==> src/hw/rtl/ssp_divider.sv <==
// Shared iterative unit: restoring square root and restoring divide, one bit a cycle.
// Depends on ssp_pkg for nothing but kept in the same project style.
module ssp_divider (
    input  logic        i_clk,
    input  logic        i_rst_n,
    input  logic        i_start,
    input  logic        i_sqrt,
    input  logic [49:0] i_a,
    input  logic [29:0] i_b,
    output logic        o_done,
    output logic [29:0] o_res
);
    logic [5:0]  r_cnt;
    logic        r_busy;
    logic        r_sq;
    logic [49:0] r_a;
    logic [31:0] r_rem;
    logic [29:0] r_b;
    logic [29:0] r_q;
    logic [31:0] n_rem;
    logic [31:0] trial;
    logic [31:0] cand;

    always_comb begin
        if (r_sq) begin
            n_rem = {r_rem[29:0], r_a[49:48]};
            cand  = {r_q, 2'b01};
        end else begin
            n_rem = {r_rem[30:0], r_a[49]};
            cand  = {2'b00, r_b};
        end
        trial = n_rem - cand;
    end

    always_ff @(posedge i_clk) begin
        if (!i_rst_n) begin
            r_busy <= 1'b0;
            o_done <= 1'b0;
            r_cnt  <= '0;
        end else begin
            o_done <= 1'b0;
            if (i_start) begin
                r_busy <= 1'b1;
                r_sq   <= i_sqrt;
                r_a    <= i_a;
                r_b    <= i_b;
                r_rem  <= '0;
                r_q    <= '0;
                r_cnt  <= i_sqrt ? 6'd25 : 6'd50;
            end else if (r_busy) begin
                r_a <= r_sq ? {r_a[47:0], 2'b00} : {r_a[48:0], 1'b0};
                if (!trial[31]) begin
                    r_rem <= trial;
                    r_q   <= {r_q[28:0], 1'b1};
                end else begin
                    r_rem <= n_rem;
                    r_q   <= {r_q[28:0], 1'b0};
                end
                r_cnt <= r_cnt - 6'd1;
                if (r_cnt == 6'd1) begin
                    r_busy <= 1'b0;
                    o_done <= 1'b1;
                end
            end
        end
    end

    assign o_res = r_q;
endmodule

==> config.mk <==
export PLATFORM = sky130hd
export DESIGN_NAME = ssp_divider
export DESIGN_NICKNAME = d
export VERILOG_FILES = /design/src/hw/rtl/ssp_divider.sv
export SDC_FILE = /design/constraint.sdc
export NUM_CORES = 1
export LEC_CHECK = 0
export ABC_AREA = 0
export BUFFER_PORTS_ARGS = -buffer_cell sky130_fd_sc_hd__buf_4
export CELL_PAD_IN_SITES_DETAIL_PLACEMENT = 1
export CELL_PAD_IN_SITES_GLOBAL_PLACEMENT = 1
export CORE_AREA = 2 2 148 150
export CTS_CLUSTER_DIAMETER = 30
export DETAILED_ROUTE_END_ITERATION = 7
export DIE_AREA = 0 0 150 152
export PLACE_DENSITY = 0.84
export SYNTH_ARGS = -nofsm -noshare
export SYNTH_HDL_FRONTEND = slang
export SYNTH_SLANG_ARGS = --single-unit
export TNS_END_PERCENT = 20
==> constraint.sdc <==
create_clock -name i_clk -period 4.1 [get_ports i_clk]
set_input_delay 0 -clock i_clk [delete_from_list [all_inputs] [get_ports i_clk]]
set_output_delay 0 -clock i_clk [all_outputs]
set_load 0.02 [all_outputs]
==> impl.org <==
** Clock tree
- CTS tree :: done
- In this run the clock root is driven by a clkbuf_16.
- Clock tree synthesis inserted a total of 17 buffers.
- Buffer depth of the longest clock path :: 2
- Clock latency on the worst-skew pair, taken at its later pin, is about 430 ps.
- Deepest level of the CTS H-tree :: 4
- CTS saw 150 sinks.
- After clock tree synthesis, the clock-pin slew on the worst setup and hold paths is roughly 60 ps.

** Floorplanning
- Number of primary I/O pins :: approximately 120
- Floorplan die height :: approximately 150 µm
- The die covers approximately 0.023 mm².
- X dimension of the die :: approximately 150 µm
- Placeable Area :: 0.0214 mm²
- The floorplan has 54 rows.
- Effective utilization at floorplan :: between 40% and 50%

** Yosys
- Share of flip-flops with an asynchronous set or reset :: 0%
- Net count after synthesis :: between 800 and 900
- During synthesis, Yosys emitted a total of 0 warnings.
- Total standard cell area after synthesis :: 0.00876 mm²
- Yosys mapped a number of flops with a built-in enable equal to around 140.
- Number of distinct library cells after synthesis :: 63
- In this run, synthesis produced a sequential element count of 150.
- Sequential elements use 50.5% of the synthesized area.
- For this run, the leading register cell type out of synthesis is edfxtp_1.
- Each instance of the synthesized netlist takes up on average 11.4 µm².
- Gate count of the mapped netlist :: 771

** Route
- For this block, the routed nets add up to between 20000 and 25000 µm of wire.
- After the first detailed-routing iteration, the DRC count stood at between 400 and 500.
- Dividing the detail-routed wire length by the instance count gives roughly 19 µm.
- The count of nets left with antenna violations once routing finished came out at 0.
- Total via count in the routed design :: 6838
- Vias per cell :: around 5.4
- Number of detailed-routing iterations run before antenna repair :: 6
- For this run, design rule violations remaining after detail routing come to 0.

** Place
- Post-detail-place hpwl :: 14900 µm
- At the end of routability-driven placement, the weighted congestion stood at around 0.86.
- In this run the cell area measured after placement is approximately 0.01 mm².
- During placement, the flow inserted port buffers numbering ~110.

** Worst setup path
- The worst setup path is captured at a flop.
- Critical path peak fanout :: 25
- STA puts the critical path data required time at 4280 ps.
- The most critical setup path has its startpoint at r_sq.
- The worst register-to-register path ends at r_rem[29].
- Signal arrival time at the worst endpoint :: roughly 4200 ps
- For flop-to-flop paths, the worst setup slack is 130 ps.
- The worst register-to-register path has a depth of 12.
- STA classifies the critical path startpoint as a flop.
- Worst r2r src :: r_sq
- Worst Path Class, Setup :: reg -> reg

** Hold path
- Worst Hold End :: r_b[5]
- The startpoint identified for the worst hold timing path is i_b[5].
- Number of cells traversed by the worst hold path :: 2
- The tightest min-delay check is of the in -> reg type.

** GRT
- The via count of the first global-routing pass came to ~7300.
- Entering global routing, the biggest net connects between 80 and 90 pins.
- Total overflow reported by the global router :: 0
- Global-route total usage across every layer :: a little over a fifth
- Number of antenna violations at the first check in global routing :: 2
- The first global-routing pass estimated roughly 39000 µm of wire.

** STA
- Slew at the pin with the worst max-slew slack :: around 900 ps
- For this run, the top clock speed supported by timing is between 200 and 300 MHz.
- Final Hold Violating Endpoints :: 0
- Tmin final :: between 3000 and 4000 ps
- Across all hold checks on the routed design, the worst slack comes to between 200 and 300 ps.
- The final-report max-slew violation count was 0.
- In this run the tightest slew margin relative to its limit is between 30% and 40%.
- Setup violations remaining at the end of the flow were counted as 0.
- Summed over all failing endpoints, the final setup total negative slack is 0 ps.
- The worst path uses about 97% of the clock period.
- The clock arrives with just under 10 ps of skew.

** Pwr
- Total power for the finished layout comes to between 5 and 6 mW.
- Combinational logic burns roughly 34% of the power.
- Maximum VDD drop :: between 0.2 and 0.3 mV
- Switching power share of the total :: between 30% and 40%
- For this design the static power due to leakage is around 4.6 nW.
- Cell internal pwr :: 3.65 mW
- Areal power density over the cells :: roughly 470 mW/mm²
- Of the total power, the clock network draws 30.0%.
- Part of the power in registers :: approximately 36%
- In this run the power spent charging and discharging nets is about 1.8 mW.

** Final layout
- Layout overhead on the synthesized area :: 31.6%
- Total number of nets in the final design :: around 1100
- Once layout is done, the placed cells without fillers occupy ~0.012 mm².
- For this run, the share of the core covered by cells in the final layout is a little over half.
- Filler instances :: between 2000 and 2500
- Cells with a size suffix above 1 make up 24.3% of the layout.

** Run status
- Outcome :: finished clean

** Job
- Across the run, the number of max-cap violations was 0.
flip-flops by register name, summed over array words and instances (netlist names):
signal	flops
o_res	30
r_b	30
r_rem	31
r_busy	1
o_done	1
r_sq	1
r_cnt	6
r_a	50
final cells by class:
cell class | instances | area [µm²] | share of cell area, %
diodes | 2 | 5.00 | 0.0434
clock buffers | 17 | 425 | 3.69
clock inverters | 15 | 179 | 1.55
inverters | 12 | 45.0 | 0.391
multi-input cells | 564 | 4160 | 36.1
flip-flops and latches | 150 | 4420 | 38.4
well taps | 280 | 350 | 3.04
repair buffers | 221 | 1940 | 16.8
worst max path at each step:
stage / end / cells past startpoint / slack, ps
finish: r_rem[29] / 12 / 130
global route: r_rem[29] / 12 / -30
CTS: r_rem[29] / 13 / 40
detailed placement: r_rem[29] / 13 / 70
global placement: r_rem[29] / 13 / 150
floorplan: r_rem[10] / 15 / 60
per-stage QoR:
step / worst slack, ps / instances
2_1_floorplan: 60.7 / 771
3_3_place_gp: 145 / 1142
6_report: 128 / 1261
4_1_cts: 41.1 / 1258
3_5_place_dp: 73.1 / 1142
5_1_grt: -28.4 / 1261
per-layer routing:
metal | routed length, µm | vias to the layer above | GRT usage, %
met5 | 0 | - | 0
met4 | 368 | 0 | 5.71
met3 | 1040 | 27 | 5.26
met2 | 12200 | 170 | 37.0
met1 | 10600 | 3376 | 26.8
li1 | - | 3265 | -
timing repair:
item | CTS | global route
setup buffers | 0 | 0
setup endpoints to repair | 0 | 30
resized for setup | 0 | 11
hold endpoints to repair | 92 | 0
hold buffers | 84 | 0
synthesized netlist by cell type, drive strengths merged, types with 5 or more instances:
| master | n | area share, % |
|---|---|---|
| nor3 | 10 | 0.57 |
| edfxtp | 142 | 49 |
| o21ai | 62 | 3.5 |
| xor2 | 11 | 1.2 |
| o21bai | 5 | 0.43 |
| o21a | 12 | 1.0 |
| clkbuf | 32 | 1.4 |
| inv | 12 | 0.51 |
| nand2 | 86 | 3.7 |
| a21o | 15 | 1.3 |
| xnor2 | 21 | 2.1 |
| nand4 | 9 | 0.64 |
| nor2 | 41 | 1.8 |
| a21oi | 37 | 2.2 |
| mux2 | 30 | 3.9 |
| or2 | 5 | 0.36 |
| dfxtp | 8 | 1.8 |
| ha | 33 | 4.7 |
| buf | 13 | 0.73 |
| nor2b | 33 | 2.4 |
| a211oi | 23 | 3.0 |
| mux2i | 77 | 8.8 |
kinds of logic after synthesis:
family | Yosys count | share of synthesized area, %
AO/OA/AOI/OAI | 183 | 14.8
AND/OR/NAND/NOR | 208 | 11.2
multiplexers | 107 | 12.7
XOR/XNOR | 32 | 3.29
buffers and inverters | 57 | 2.61
flip-flops | 150 | 50.5
adder cells (fa/ha/maj) | 34 | 4.94
critical path, cell delays in order, from the launching register on:
cell       delay [ps]
edfxtp_1          510
buf_12            240
mux2_2            370
ha_1              400
a21o_1            190
a21o_1            180
a2111oi_0         380
o311ai_1          250
a31oi_1           370
o21ai_0           260
a21oi_1           280
xnor2_1            90
o211a_1           200
power groups by stage:
stage               logic [mW]  registers [mW]  clock network, mW
global placement          1.65            1.97                  0
floorplan                 1.21            1.98                  0
global route              2.05            1.97               1.72
detailed placement        1.70            1.98                  0
finish                    1.87            1.95               1.64
CTS                       1.79            1.95               1.65
layout by cell type (no fill, tap or decap), drive strengths merged, types with 10 or more instances in the layout:
cell type | netlist | final
buf | 13 | 136
o21ai | 62 | 62
xnor2 | 21 | 21
nor2b | 33 | 33
nor3 | 10 | 10
xor2 | 11 | 11
mux2 | 30 | 30
edfxtp | 142 | 142
inv | 12 | 14
clkbuf | 32 | 18
o21a | 12 | 12
ha | 33 | 33
a211oi | 23 | 23
nor2 | 41 | 41
a21oi | 37 | 37
dlygate4sd3 | 0 | 84
nand2 | 86 | 86
a21o | 15 | 15
mux2i | 77 | 77
Power figures use the tool's default switching activity.
